### config.mk
export PLATFORM = sky130hd
export DESIGN_NAME = first_fit_segment_allocator_unit
export DESIGN_NICKNAME = d
export VERILOG_FILES = /design/src/ffsa_pkg.sv /design/src/ffsa_seg_mem.sv /design/src/ffsa_ctrl.sv /design/src/first_fit_segment_allocator_unit.sv
export SDC_FILE = /design/constraint.sdc
export NUM_CORES = 2
export LEC_CHECK = 0
export ABC_AREA = 1
export BUFFER_PORTS_ARGS = -buffer_cell sky130_fd_sc_hd__clkbuf_2
export CAP_MARGIN = 20
export CELL_PAD_IN_SITES_DETAIL_PLACEMENT = 1
export CELL_PAD_IN_SITES_GLOBAL_PLACEMENT = 1
export CORE_ASPECT_RATIO = 1.4
export CORE_UTILIZATION = 56
export CTS_CLUSTER_SIZE = 16
export DETAILED_ROUTE_END_ITERATION = 12
export PLACE_DENSITY = 0.81
export SYNTH_ARGS = -nofsm -noshare
export SYNTH_HDL_FRONTEND = slang
export SYNTH_SLANG_ARGS = --single-unit
### constraint.sdc
create_clock -name aclk -period 14.2 [get_ports aclk]
set_input_delay 4.26 -clock aclk [delete_from_list [all_inputs] [get_ports aclk]]
set_output_delay 4.26 -clock aclk [all_outputs]
set_load 0.03 [all_outputs]
### src/ffsa_pkg.sv
// Shared types and constants of the first-fit segment allocator.
`default_nettype none

package ffsa_pkg;

    // Operation codes carried in the opcode field.
    localparam logic [1:0] OP_ALLOC = 2'd0;
    localparam logic [1:0] OP_FREE  = 2'd1;
    localparam logic [1:0] OP_STATS = 2'd2;

    // Result status codes.
    localparam logic [1:0] STATUS_OK       = 2'd0;
    localparam logic [1:0] STATUS_NOFIT    = 2'd1;
    localparam logic [1:0] STATUS_NOTFOUND = 2'd2;

    // Configuration port geometry and register indexes.
    localparam int CFG_INDEX_BITS = 4;
    localparam int CFG_DATA_BITS  = 16;
    localparam logic [CFG_INDEX_BITS-1:0] REG_POOL_SIZE     = 4'd0;
    localparam logic [CFG_INDEX_BITS-1:0] REG_HEADER_MARGIN = 4'd1;

    // Register values after reset.
    localparam logic [15:0] POOL_SIZE_RESET     = 16'd65535;
    localparam logic [7:0]  HEADER_MARGIN_RESET = 8'd24;

    // One request transaction.
    typedef struct packed {
        logic [1:0]  opcode;
        logic [15:0] request_size;
        logic [15:0] release_offset;
    } ffsa_in_t;

    // One result transaction.
    typedef struct packed {
        logic [1:0]  status;
        logic [15:0] block_offset;
        logic [5:0]  used_count;
        logic [15:0] allocated_total;
        logic [15:0] free_total;
        logic [15:0] peak_free;
        logic [5:0]  free_count;
    } ffsa_out_t;

    // Configuration handed from the register block to the controller.
    typedef struct packed {
        logic [15:0] pool_size;
        logic [7:0]  header_margin;
        logic        restart;
    } ffsa_cfg_t;

endpackage

`default_nettype wire

### src/ffsa_seg_mem.sv
// Segment table memory: one write port, one read port with registered data.
`default_nettype none

module ffsa_seg_mem #(
    parameter int WIDTH = 8,
    parameter int DEPTH = 32
) (
    input  wire logic                     aclk,
    input  wire logic                     wr_en,
    input  wire logic [$clog2(DEPTH)-1:0] wr_addr,
    input  wire logic [WIDTH-1:0]         wr_data,
    input  wire logic [$clog2(DEPTH)-1:0] rd_addr,
    output logic      [WIDTH-1:0]         rd_data
);

    logic [WIDTH-1:0] mem [DEPTH];
    logic [WIDTH-1:0] rd_data_reg;

    // Write port.
    always_ff @(posedge aclk) begin
        if (wr_en) begin
            mem[wr_addr] <= wr_data;
        end
    end

    // Read port with registered data.
    always_ff @(posedge aclk) begin
        rd_data_reg <= mem[rd_addr];
    end

    assign rd_data = rd_data_reg;

endmodule

`default_nettype wire

### src/ffsa_ctrl.sv
// Chain walker: reads segment entries, applies allocate, free or statistics, writes back.
`default_nettype none

module ffsa_ctrl import ffsa_pkg::*; #(
    parameter int MAX_SEGMENTS = 32,
    parameter int OFFSET_BITS  = 16
) (
    input  wire logic      aclk,
    input  wire logic      aresetn,
    input  wire ffsa_cfg_t cfg,
    input  wire logic      s_valid,
    output logic           s_ready,
    input  wire ffsa_in_t  s_data,
    output logic           m_valid,
    input  wire logic      m_ready,
    output ffsa_out_t      m_data,
    output logic [$clog2(MAX_SEGMENTS)-1:0] mem_rd_addr,
    input  wire logic [OFFSET_BITS + ((OFFSET_BITS < 16) ? OFFSET_BITS : 16) + 1
                       + $clog2(MAX_SEGMENTS + 1) - 1:0] mem_rd_data,
    output logic           mem_wr_en,
    output logic [$clog2(MAX_SEGMENTS)-1:0] mem_wr_addr,
    output logic [OFFSET_BITS + ((OFFSET_BITS < 16) ? OFFSET_BITS : 16) + 1
                  + $clog2(MAX_SEGMENTS + 1) - 1:0] mem_wr_data
);

    localparam int IDX_BITS  = $clog2(MAX_SEGMENTS);
    localparam int LINK_BITS = $clog2(MAX_SEGMENTS + 1);
    localparam int SIZE_BITS = (OFFSET_BITS < 16) ? OFFSET_BITS : 16;
    localparam int CMP_BITS  = (OFFSET_BITS > 16) ? OFFSET_BITS : 16;
    localparam logic [LINK_BITS-1:0] END_MARK  = LINK_BITS'(MAX_SEGMENTS);
    localparam logic [LINK_BITS-1:0] MAX_STEPS = LINK_BITS'(MAX_SEGMENTS);

    // Controller states.
    localparam logic [1:0] S_IDLE  = 2'd0;
    localparam logic [1:0] S_EVAL  = 2'd1;
    localparam logic [1:0] S_SPLIT = 2'd2;
    localparam logic [1:0] S_DONE  = 2'd3;

    typedef struct packed {
        logic [OFFSET_BITS-1:0] start;
        logic [SIZE_BITS-1:0]   size;
        logic                   used;
        logic [LINK_BITS-1:0]   link;
    } seg_entry_t;

    // Control registers.
    logic [1:0]           state_reg, state_next;
    logic [LINK_BITS-1:0] count_reg, count_next;
    logic                 fresh_reg, fresh_next;
    logic                 m_valid_reg, m_valid_next;

    // Payload registers.
    logic [1:0]           op_reg, op_next;
    logic [SIZE_BITS-1:0] req_reg, req_next;
    logic [15:0]          rel_reg, rel_next;
    logic [IDX_BITS-1:0]  idx_reg, idx_next;
    logic [LINK_BITS-1:0] steps_reg, steps_next;
    logic [1:0]           status_reg, status_next;
    logic [15:0]          offs_reg, offs_next;
    logic [5:0]           ucnt_reg, ucnt_next;
    logic [5:0]           fcnt_reg, fcnt_next;
    logic [15:0]          utot_reg, utot_next;
    logic [15:0]          ftot_reg, ftot_next;
    logic [15:0]          large_reg, large_next;
    seg_entry_t           split_entry_reg, split_entry_next;
    logic [IDX_BITS-1:0]  split_addr_reg, split_addr_next;
    ffsa_out_t            m_data_reg, m_data_next;

    seg_entry_t           rd_entry;
    seg_entry_t           cur;
    seg_entry_t           wr_entry;
    logic                 fit;
    logic                 room;
    logic                 split;
    logic                 hit;
    logic                 more;
    logic [LINK_BITS-1:0] steps_inc;

    assign rd_entry = seg_entry_t'(mem_rd_data);

    // Entry zero reads as one free segment of the pool size until it is written.
    always_comb begin
        if (fresh_reg && (idx_reg == '0)) begin
            cur.start = '0;
            cur.size  = cfg.pool_size[SIZE_BITS-1:0];
            cur.used  = 1'b0;
            cur.link  = END_MARK;
        end else begin
            cur = rd_entry;
        end
    end

    // Decisions on the entry now at the read port.
    assign fit       = !cur.used && (cur.size >= req_reg);
    assign room      = count_reg < LINK_BITS'(MAX_SEGMENTS);
    assign split     = (17'(cur.size) > (17'(req_reg) + 17'(cfg.header_margin))) && room;
    assign hit       = cur.used && (CMP_BITS'(cur.start) == CMP_BITS'(rel_reg));
    assign steps_inc = steps_reg + 1'b1;
    assign more      = (cur.link < END_MARK) && (steps_inc < MAX_STEPS);

    // Next-state and memory access logic.
    always_comb begin
        state_next       = state_reg;
        count_next       = count_reg;
        fresh_next       = fresh_reg;
        m_valid_next     = m_valid_reg;
        op_next          = op_reg;
        req_next         = req_reg;
        rel_next         = rel_reg;
        idx_next         = idx_reg;
        steps_next       = steps_reg;
        status_next      = status_reg;
        offs_next        = offs_reg;
        ucnt_next        = ucnt_reg;
        fcnt_next        = fcnt_reg;
        utot_next        = utot_reg;
        ftot_next        = ftot_reg;
        large_next       = large_reg;
        split_entry_next = split_entry_reg;
        split_addr_next  = split_addr_reg;
        m_data_next      = m_data_reg;
        mem_rd_addr      = '0;
        mem_wr_en        = 1'b0;
        mem_wr_addr      = idx_reg;
        wr_entry         = cur;

        if (m_valid_reg && m_ready) begin
            m_valid_next = 1'b0;
        end

        case (state_reg)
            S_IDLE: begin
                if (s_valid) begin
                    op_next    = s_data.opcode;
                    req_next   = s_data.request_size[SIZE_BITS-1:0];
                    rel_next   = s_data.release_offset;
                    idx_next   = '0;
                    steps_next = '0;
                    offs_next  = '0;
                    ucnt_next  = '0;
                    fcnt_next  = '0;
                    utot_next  = '0;
                    ftot_next  = '0;
                    large_next = '0;
                    case (s_data.opcode)
                        OP_ALLOC: begin
                            status_next = STATUS_NOFIT;
                            state_next  = S_EVAL;
                        end
                        OP_FREE: begin
                            status_next = STATUS_NOTFOUND;
                            state_next  = S_EVAL;
                        end
                        OP_STATS: begin
                            status_next = STATUS_OK;
                            state_next  = S_EVAL;
                        end
                        default: begin
                            status_next = STATUS_OK;
                            state_next  = S_DONE;
                        end
                    endcase
                end
            end
            S_EVAL: begin
                // Follow the link unless this entry ends the operation.
                idx_next    = cur.link[IDX_BITS-1:0];
                steps_next  = steps_inc;
                mem_rd_addr = cur.link[IDX_BITS-1:0];
                state_next  = more ? S_EVAL : S_DONE;
                case (op_reg)
                    OP_ALLOC: begin
                        if (fit) begin
                            status_next    = STATUS_OK;
                            offs_next      = 16'(CMP_BITS'(cur.start));
                            mem_wr_en      = 1'b1;
                            wr_entry.used  = 1'b1;
                            if (split) begin
                                wr_entry.size          = req_reg;
                                wr_entry.link          = count_reg;
                                split_entry_next.start = cur.start + OFFSET_BITS'(req_reg);
                                split_entry_next.size  = cur.size - req_reg;
                                split_entry_next.used  = 1'b0;
                                split_entry_next.link  = cur.link;
                                split_addr_next        = count_reg[IDX_BITS-1:0];
                                count_next             = count_reg + 1'b1;
                                state_next             = S_SPLIT;
                            end else begin
                                state_next = S_DONE;
                            end
                        end
                    end
                    OP_FREE: begin
                        if (hit) begin
                            status_next   = STATUS_OK;
                            mem_wr_en     = 1'b1;
                            wr_entry.used = 1'b0;
                            state_next    = S_DONE;
                        end
                    end
                    OP_STATS: begin
                        if (cur.used) begin
                            ucnt_next = ucnt_reg + 1'b1;
                            utot_next = utot_reg + 16'(cur.size);
                        end else begin
                            fcnt_next = fcnt_reg + 1'b1;
                            ftot_next = ftot_reg + 16'(cur.size);
                            if (16'(cur.size) > large_reg) begin
                                large_next = 16'(cur.size);
                            end
                        end
                    end
                    default: begin
                        state_next = S_DONE;
                    end
                endcase
            end
            S_SPLIT: begin
                // Second write of a split: the free remainder.
                mem_wr_en   = 1'b1;
                mem_wr_addr = split_addr_reg;
                wr_entry    = split_entry_reg;
                state_next  = S_DONE;
            end
            S_DONE: begin
                if (!m_valid_reg || m_ready) begin
                    m_valid_next                = 1'b1;
                    m_data_next.status          = status_reg;
                    m_data_next.block_offset    = offs_reg;
                    m_data_next.used_count      = ucnt_reg;
                    m_data_next.allocated_total = utot_reg;
                    m_data_next.free_total      = ftot_reg;
                    m_data_next.peak_free       = large_reg;
                    m_data_next.free_count      = fcnt_reg;
                    state_next                  = S_IDLE;
                end
            end
            default: begin
                state_next = S_IDLE;
            end
        endcase

        // Once entry zero is written, the memory holds its real value.
        if (mem_wr_en && (mem_wr_addr == '0)) begin
            fresh_next = 1'b0;
        end

        // A pool size write restarts the table as one free segment.
        if (cfg.restart) begin
            count_next = LINK_BITS'(1);
            fresh_next = 1'b1;
        end
    end

    assign mem_wr_data = wr_entry;

    // Control state.
    always_ff @(posedge aclk) begin
        if (!aresetn) begin
            state_reg   <= S_IDLE;
            count_reg   <= LINK_BITS'(1);
            fresh_reg   <= 1'b1;
            m_valid_reg <= 1'b0;
        end else begin
            state_reg   <= state_next;
            count_reg   <= count_next;
            fresh_reg   <= fresh_next;
            m_valid_reg <= m_valid_next;
        end
    end

    // Payload state.
    always_ff @(posedge aclk) begin
        op_reg          <= op_next;
        req_reg         <= req_next;
        rel_reg         <= rel_next;
        idx_reg         <= idx_next;
        steps_reg       <= steps_next;
        status_reg      <= status_next;
        offs_reg        <= offs_next;
        ucnt_reg        <= ucnt_next;
        fcnt_reg        <= fcnt_next;
        utot_reg        <= utot_next;
        ftot_reg        <= ftot_next;
        large_reg       <= large_next;
        split_entry_reg <= split_entry_next;
        split_addr_reg  <= split_addr_next;
        m_data_reg      <= m_data_next;
    end

    assign s_ready = (state_reg == S_IDLE);
    assign m_valid = m_valid_reg;
    assign m_data  = m_data_reg;

endmodule

`default_nettype wire

### src/first_fit_segment_allocator_unit.sv
// Top level of the first-fit segment allocator: registers, controller and table memory.
//
// Requests arrive on the s_ channel (valid/ready) as an opcode with a request size
// or a release offset; each request produces exactly one result transaction on the
// m_ channel. Allocate walks the segment chain to the first free segment that fits,
// free walks it to the used segment at the given offset, statistics walks all of it.
// The chain is read from the segment table memory one entry per cycle; after the walk the
// result is registered in S_DONE, preceded by S_SPLIT when an allocation splits its
// segment (one more table write). The next request is taken once the controller is
// back in idle; an unknown opcode visits no entry. The worst case is a walk of all
// MAX_SEGMENTS entries, which only happens on a full table where no split is made.
// One request is in work at a time; s_ready is high while the controller is idle,
// also while a result still waits in the output register. If the receiver stalls,
// the finished result is held and the next request waits in its last step until
// the output register frees.
// Reset (aresetn low, synchronous) returns pool_size to 65535 and header_margin to
// 24, and the table to one free segment covering the pool; no clearing pass is made.
// A write to pool_size restarts the table the same way.
`default_nettype none

module first_fit_segment_allocator_unit import ffsa_pkg::*; #(
    parameter int MAX_SEGMENTS = 32,
    parameter int OFFSET_BITS  = 16
) (
    input  wire logic                      aclk,
    input  wire logic                      aresetn,
    input  wire logic                      cfg_we,
    input  wire logic [CFG_INDEX_BITS-1:0] cfg_index,
    input  wire logic [CFG_DATA_BITS-1:0]  cfg_wdata,
    input  wire logic                      s_valid,
    output logic                           s_ready,
    input  wire ffsa_in_t                  s_data,
    output logic                           m_valid,
    input  wire logic                      m_ready,
    output ffsa_out_t                      m_data
);

    localparam int IDX_BITS   = $clog2(MAX_SEGMENTS);
    localparam int LINK_BITS  = $clog2(MAX_SEGMENTS + 1);
    localparam int SIZE_BITS  = (OFFSET_BITS < 16) ? OFFSET_BITS : 16;
    localparam int ENTRY_BITS = OFFSET_BITS + SIZE_BITS + 1 + LINK_BITS;

    logic [15:0]           pool_size_reg, pool_size_next;
    logic [7:0]            margin_reg, margin_next;
    ffsa_cfg_t             cfg;
    logic [IDX_BITS-1:0]   mem_rd_addr;
    logic [ENTRY_BITS-1:0] mem_rd_data;
    logic                  mem_wr_en;
    logic [IDX_BITS-1:0]   mem_wr_addr;
    logic [ENTRY_BITS-1:0] mem_wr_data;

    // Configuration register writes.
    always_comb begin
        pool_size_next = pool_size_reg;
        margin_next    = margin_reg;
        if (cfg_we && (cfg_index == REG_POOL_SIZE)) begin
            pool_size_next = cfg_wdata[15:0];
        end
        if (cfg_we && (cfg_index == REG_HEADER_MARGIN)) begin
            margin_next = cfg_wdata[7:0];
        end
    end

    always_ff @(posedge aclk) begin
        if (!aresetn) begin
            pool_size_reg <= POOL_SIZE_RESET;
            margin_reg    <= HEADER_MARGIN_RESET;
        end else begin
            pool_size_reg <= pool_size_next;
            margin_reg    <= margin_next;
        end
    end

    assign cfg.pool_size     = pool_size_reg;
    assign cfg.header_margin = margin_reg;
    assign cfg.restart       = cfg_we && (cfg_index == REG_POOL_SIZE);

    // Chain walker.
    ffsa_ctrl #(
        .MAX_SEGMENTS(MAX_SEGMENTS),
        .OFFSET_BITS (OFFSET_BITS)
    ) u_ctrl (
        .aclk       (aclk),
        .aresetn    (aresetn),
        .cfg        (cfg),
        .s_valid    (s_valid),
        .s_ready    (s_ready),
        .s_data     (s_data),
        .m_valid    (m_valid),
        .m_ready    (m_ready),
        .m_data     (m_data),
        .mem_rd_addr(mem_rd_addr),
        .mem_rd_data(mem_rd_data),
        .mem_wr_en  (mem_wr_en),
        .mem_wr_addr(mem_wr_addr),
        .mem_wr_data(mem_wr_data)
    );

    // Segment table.
    ffsa_seg_mem #(
        .WIDTH(ENTRY_BITS),
        .DEPTH(MAX_SEGMENTS)
    ) u_mem (
        .aclk   (aclk),
        .wr_en  (mem_wr_en),
        .wr_addr(mem_wr_addr),
        .wr_data(mem_wr_data),
        .rd_addr(mem_rd_addr),
        .rd_data(mem_rd_data)
    );

endmodule

`default_nettype wire

# Word level (Yosys, flattened, before mapping)
# Memory sizes are Yosys's and may differ from the RTL's. A register that Yosys moved wholly into a read port is not among the register bits.
# Index checks and enable logic that the tools add are counted.
[word_totals]
in_bits = 59
memories = 1
ram_bits = 1248
output_inout_bits = 80
reg_bits = 278
[op_classes]
order_cmp = 6
bitwise_logic = 1
n_mux = 60
reduce_logical = 31
n_eq_ne = 20
n_addsub = 9
[memory_table]
columns = ["memory", "depth", "word_bits", "rd", "rd_clocked_by_memory_dff", "write_ports", "line", "text"]
rows = [
  ["u_mem.mem", 32, 39, 1, 1, 1, "ffsa_seg_mem.sv:16", "logic [WIDTH-1:0] mem [DEPTH];"],
]
[op_table]
columns = ["cell", "count"]
rows = [
  ["two-way mux 16 bit", 13],
  ["case mux 16 bit (2 select lines)", 4],
  ["adder 16 bit", 3],
  ["case mux 23 bit (2 select lines)", 1],
  ["two-way mux 6 bit", 7],
  ["two-way mux 39 bit", 1],
  ["case mux 6 bit (2 select lines)", 3],
  ["adder 6 x 1 -> 6 bit (second input constant)", 4],
  ["two-way mux 23 bit", 1],
  ["< comparator 6 bit (second input constant)", 3],
  ["two-way mux 2 bit", 9],
  ["adder 16 x 8 -> 17 bit", 1],
  ["> comparator 16 x 17 -> 1 bit", 1],
  ["equality test 16 bit", 1],
  ["greater-or-equal comparator 16 bit", 1],
  ["> comparator 16 bit", 1],
  ["AND reduction 4 bit", 4],
  ["subtractor 16 bit", 1],
  ["two-way mux 5 bit", 3],
  ["case mux 2 bit (2 select lines)", 3],
  ["zero test 5 bit", 2],
  ["case mux 5 bit (2 select lines)", 1],
  ["AND reduction 5 bit", 2],
  ["logical AND 1 bit", 9],
  ["other kinds (20)", 48],
]

# Depth between registers and ports, before layout
[depth]
word_depth = 10
depth_mapped = 28

# Cells and area by module
# From an unflattened synthesis, not the netlist that was laid out.
[hier_totals]
hier_cells = 5905
area_unflattened_um2 = 66242.3
[by_module_without_submodules]
columns = ["module", "instances", "area_per_inst_um2", "cells_each"]
rows = [
  ["ffsa_seg_mem", 1, 50960.1, 4298],
  ["ffsa_ctrl", 1, 14261.2, 1479],
  ["first_fit_segment_allocator_unit", 1, 1021.0, 128],
]

# Worst setup path after synthesis
# Ideal clock, no wire load.
[synth_path]
path_type = "input to register"
from = "input port m_ready"
to = "register u_ctrl.m_data_reg (netlist bit u_ctrl.m_data[0]) (enable)"
cell_stages = 2
setup_slack_ns = 5.604
arrival_ns = 8.056
cell_sequence = "inv_1 a21oi_1"
[synth_between]
elab_chain_cells = 2
[synth_lines]
columns = ["element", "line", "text"]
rows = [
  ["from (decl)", "first_fit_segment_allocator_unit.sv:34", "input wire logic m_ready,"],
  ["logical OR 1 bit", "ffsa_ctrl.sv:226", "if (!m_valid_reg || m_ready) begin"],
  ["AND reduction 2 bit (no source line)", "-", ""],
  ["to (signal assigned)", "ffsa_ctrl.sv:288", "m_data_reg <= m_data_next;"],
  ["to (decl)", "ffsa_ctrl.sv:67", "ffsa_out_t m_data_reg, m_data_next;"],
]
# No other way between the ends.
# A chain may end at the register's enable or synchronous reset.

==> results by group <==
Status
  – Outcome: finished, final reports clean

Logic synthesis
  – Number of synthesized flops with an enable pin: about 1500
  – Register bit total from synthesis: about 1600
  – Simple-gate portion of the synthesized area: 11.13%
  – Fraction of registers with async set or reset after synthesis: 0%
  – Post-synthesis instance area: ~66000 um^2
  – Total number of yosys warnings: 0
  – Share of the synthesized netlist area taken by xor and xnor gates: 0.6514%
  – Cell variety after synth: 46
  – Most area-consuming cells after synthesis: edfxtp_1 (68%), nand3_1 (4.3%), o211ai_1 (3.6%), o21bai_1 (3.6%), or2_2 (3.2%)
  – Adder and majority gate portion of the synthesized area: between 2 and 2.5%
  – Synthesized area per cell: between 10 and 15 um^2
  – Mapped Nets: 5197
  – Area fraction in compound gates after synthesis: roughly 13%
  – Most common cell in the netlist: edfxtp_1
  – Leading cell types by count after synthesis: edfxtp_1 (1492), nand3_1 (570), o21ai_0 (366)
  – Share of the yosys chip area belonging to registers: a little over two thirds
  – Proportion of netlist area held by the largest area contributor: 68.00%
  – Multiplexer share of the synthesized area: 0%
  – Dominant synthesized flop cell: edfxtp_1
  – Largest area contributor in the synthesized netlist: edfxtp_1
  – Number of instances in the synthesized netlist: approximately 5000
  – Largest family of logic cells by synthesized area: compound AO/OA/AOI/OAI gates

Floorplan
  – Number of rows created at floorplan: 148
  – Vertical die dimension: around 410 um
  – Horizontal extent of the die: 291.9 um
  – Initial Utilization: between 50% and 60%
  – Area of the core region: between 100000 and 150000 um^2
  – DIE AREA: between 100000 and 150000 um^2
  – Number of top-level pins: about 140

Critical path
  – Worst reg2reg path startpoint: u_ctrl.idx_reg[1]$_DFFE_PP_
  – Critical path launch point: u_ctrl.idx_reg[1]$_DFFE_PP_
  – Crit path capture type: register
  – Required time of the worst setup path: roughly 15 ns
  – Class of the most critical setup path: register to register
  – Worst reg-to-reg path cell count: 20
  – CP arrival: slightly below 7 ns
  – Max Fanout on Critical Path: between 50 and 60
  – Setup slack of the worst register-to-register path: 7.82 ns
  – Kind of start point of the critical path: register
  – Worst reg2reg path endpoint: u_mem.mem[7][19]$_DFFE_PP_

Clocking
  – Register clock-pin slew on the reported worst setup and hold paths: ~0.06 ns
  – CTS HTree Levels: 4
  – Clock Latency Late Sink: 0.82 ns
  – Buffer type at the clock tree root: clkbuf_16
  – Hold_buf cts: 0
  – Max Root-Sink Buffers: 3
  – TritonCTS Sinks: around 1600
  – TritonCTS buffer count: approximately 150
  – Post-CTS repair timing setup buffer count: 0
  – TritonCTS clock tree: yes
  – CTS-repair resized insts: 0

Run
  – Max-capacitance violation count: 0

GRT
  – Antenna violations before repair: 6
  – Largest net degree at the start of global routing: 225
  – Number of global-route vias before repair: around 47000
  – Combined global-route utilization of all metal layers: 35.03%
  – Total grt overflow: 0
  – First-pass GRT wire length: 305800 um

Route
  – Average wire per standard cell: about 31 um
  – Detailed-route wire length: between 200000 and 250000 um
  – Via/cell ratio: approximately 6.7
  – Number of antenna-violating nets in the routed design: 0
  – Initial DRC count: 5075
  – Via count: approximately 45000
  – Initial DRT Pass Iterations: 6
  – Count of unresolved DRC violations after routing: 0

Timing
  – Peak Freq: ~160 MHz
  – Final worst path period need: ~6.4 ns
  – Worst clock skew on the final layout: approximately 0.030 ns
  – Total setup violations reported at the end of the flow: 0
  – Worst-case setup margin in the final layout: 7.818 ns
  – Normalized max-slew margin: 14.40%
  – Transition time of the tightest slew-check pin: 1.284 ns
  – Pins Over Slew Limit: 0
  – Setup tns final: 0 ns
  – Period Utilization, post-route: around 45%
  – Setup repair after global routing missed its margin: no
  – Number of hold violations in the final report: 0

Min path
  – Capture endpoint of the worst hold path: u_ctrl.m_data[74]$_DFFE_PP_
  – Number of cells traversed by the worst hold path: 0
  – Worst hold start: u_ctrl.offs_reg[14]$_SDFFCE_PN0P_
  – Classification of the worst-slack hold path: register to register

Pwr
  – Max IR drop VDD: about 140 uV
  – Leakage power of the design: 25.40 nW
  – Power per standard cell area: 214.1 nW/um^2

Cells and area
  – Ratio of cells with drive above 1 in the final layout: ~17%
  – Area added between synthesis and finish: 11.45%
  – Count of inserted antenna diode cells: 0
  – Number of flip-flops under the largest register name: 1248
  – Number of nets in the finished design: between 5000 and 6000

Placement
  – Pre-CTS setup slack: between 7 and 8 ns
  – Final Wtd Congestion: between 0.9 and 1
  – Port buffer count: 138
  – DP Wirelength: 115100 um
-- through the flow --
stage / power [W] / std cells / hold slack, ns / utilization, % / instance area [um^2]
floorplan: 0.009623 / 5020 / 0.4003 / - / 65890
global placement: 0.01132 / 6458 / 0.4017 / 58.83 / 68520
detailed placement: 0.01158 / 6460 / 0.4066 / 58.85 / 68550
CTS: 0.01564 / 6730 / 0.4221 / 63.01 / 73390
global route: 0.01624 / 6732 / 0.4246 / 63.04 / 73430
finish: 0.01572 / 6732 / 0.4202 / 63.04 / 73430
-- logic make-up after synthesis --
| logic type | after synthesis |
|---|---|
| flip-flops | 1565 |
| AND/OR/NAND/NOR | 1468 |
| AO/OA/AOI/OAI | 1313 |
| buffers and inverters | 507 |
| adder cells (fa/ha/maj) | 118 |
| XOR/XNOR | 49 |
-- cells in the final DEF, fill, tap and decap left out, types with 14 or more instances in the layout --
cell and count:
xnor2_1 14, o21bai_1 313, clkinv_2 19, clkbuf_16 150
a21oi_2 21, dfxtp_1 73, nand3b_1 14, a21oi_1 151
ha_1 111, nor2_1 106, nand2_1 355, nand4_1 17
nor3_1 20, clkinv_1 23, clkbuf_2 138, o21ai_0 347
clkbuf_1 36, o21ai_1 73, nor2_4 38, inv_1 193
or2_2 332, xor2_1 35, nand3_1 570, o21a_1 48
o211ai_1 314, o21ai_2 15, edfxtp_1 1492, buf_4 101
-- worst max-delay path: stages, from the launching register on --
cell and delay [ns]:
edfxtp_1 0.42, nor2_2 0.19, nand3_4 0.61, inv_1 0.55
or2_2 0.18, o21ai_0 0.14, inv_1 0.42, ha_1 0.32
nand2_1 0.08, inv_1 0.08, nand3_1 0.10, o21ai_2 0.27
nand2_1 0.10, nand3_2 0.11, nand3_1 0.12, nand2_1 0.14
nand2_2 0.09, nand2_4 0.17, nand4_4 0.33, nor2_4 0.96
buf_4 0.57
-- worst max path at each step --
| stage | to | slack [ns] |
|---|---|---|
| floorplan | u_ctrl.m_data[0]$_DFFE_PP_ | 5.60 |
| global placement | u_ctrl.ftot_reg[4]$_SDFFCE_PN0P_ | 7.88 |
| detailed placement | u_ctrl.ftot_reg[6]$_SDFFCE_PN0P_ | 7.84 |
| CTS | s_ready | 7.87 |
| global route | u_mem.mem[7][19]$_DFFE_PP_ | 7.62 |
| finish | u_mem.mem[7][19]$_DFFE_PP_ | 7.82 |
-- layout make-up --
type / count / area [um^2]
flip-flops and latches: 1565 / 46260
fillers: 11113 / 43050
multi-input cells: 2948 / 18050
clock buffers: 192 / 3965
well taps: 1500 / 1877
repair buffers: 248 / 1614
clock inverters: 78 / 880.8
inverters: 201 / 777.0
-- metal layers --
metal  global-route usage, %  vias up  part of all wire (%)
met5                       0        -                0.0038
li1                        -    18897                     -
met3                   5.454      697                   7.6
met1                   42.59    22948                    36
met4                   19.97        2                   5.9
met2                   59.50     2417                    50
-- where the power goes --
| group | switching (W) | internal, W |
|---|---|---|
| sequential | 0.000195 | 0.00625 |
| clock | 0.00181 | 0.00223 |
| combinational | 0.00381 | 0.00143 |
| total | 0.00581 | 0.00991 |
Note: power is estimated with default switching activity, not from simulation.
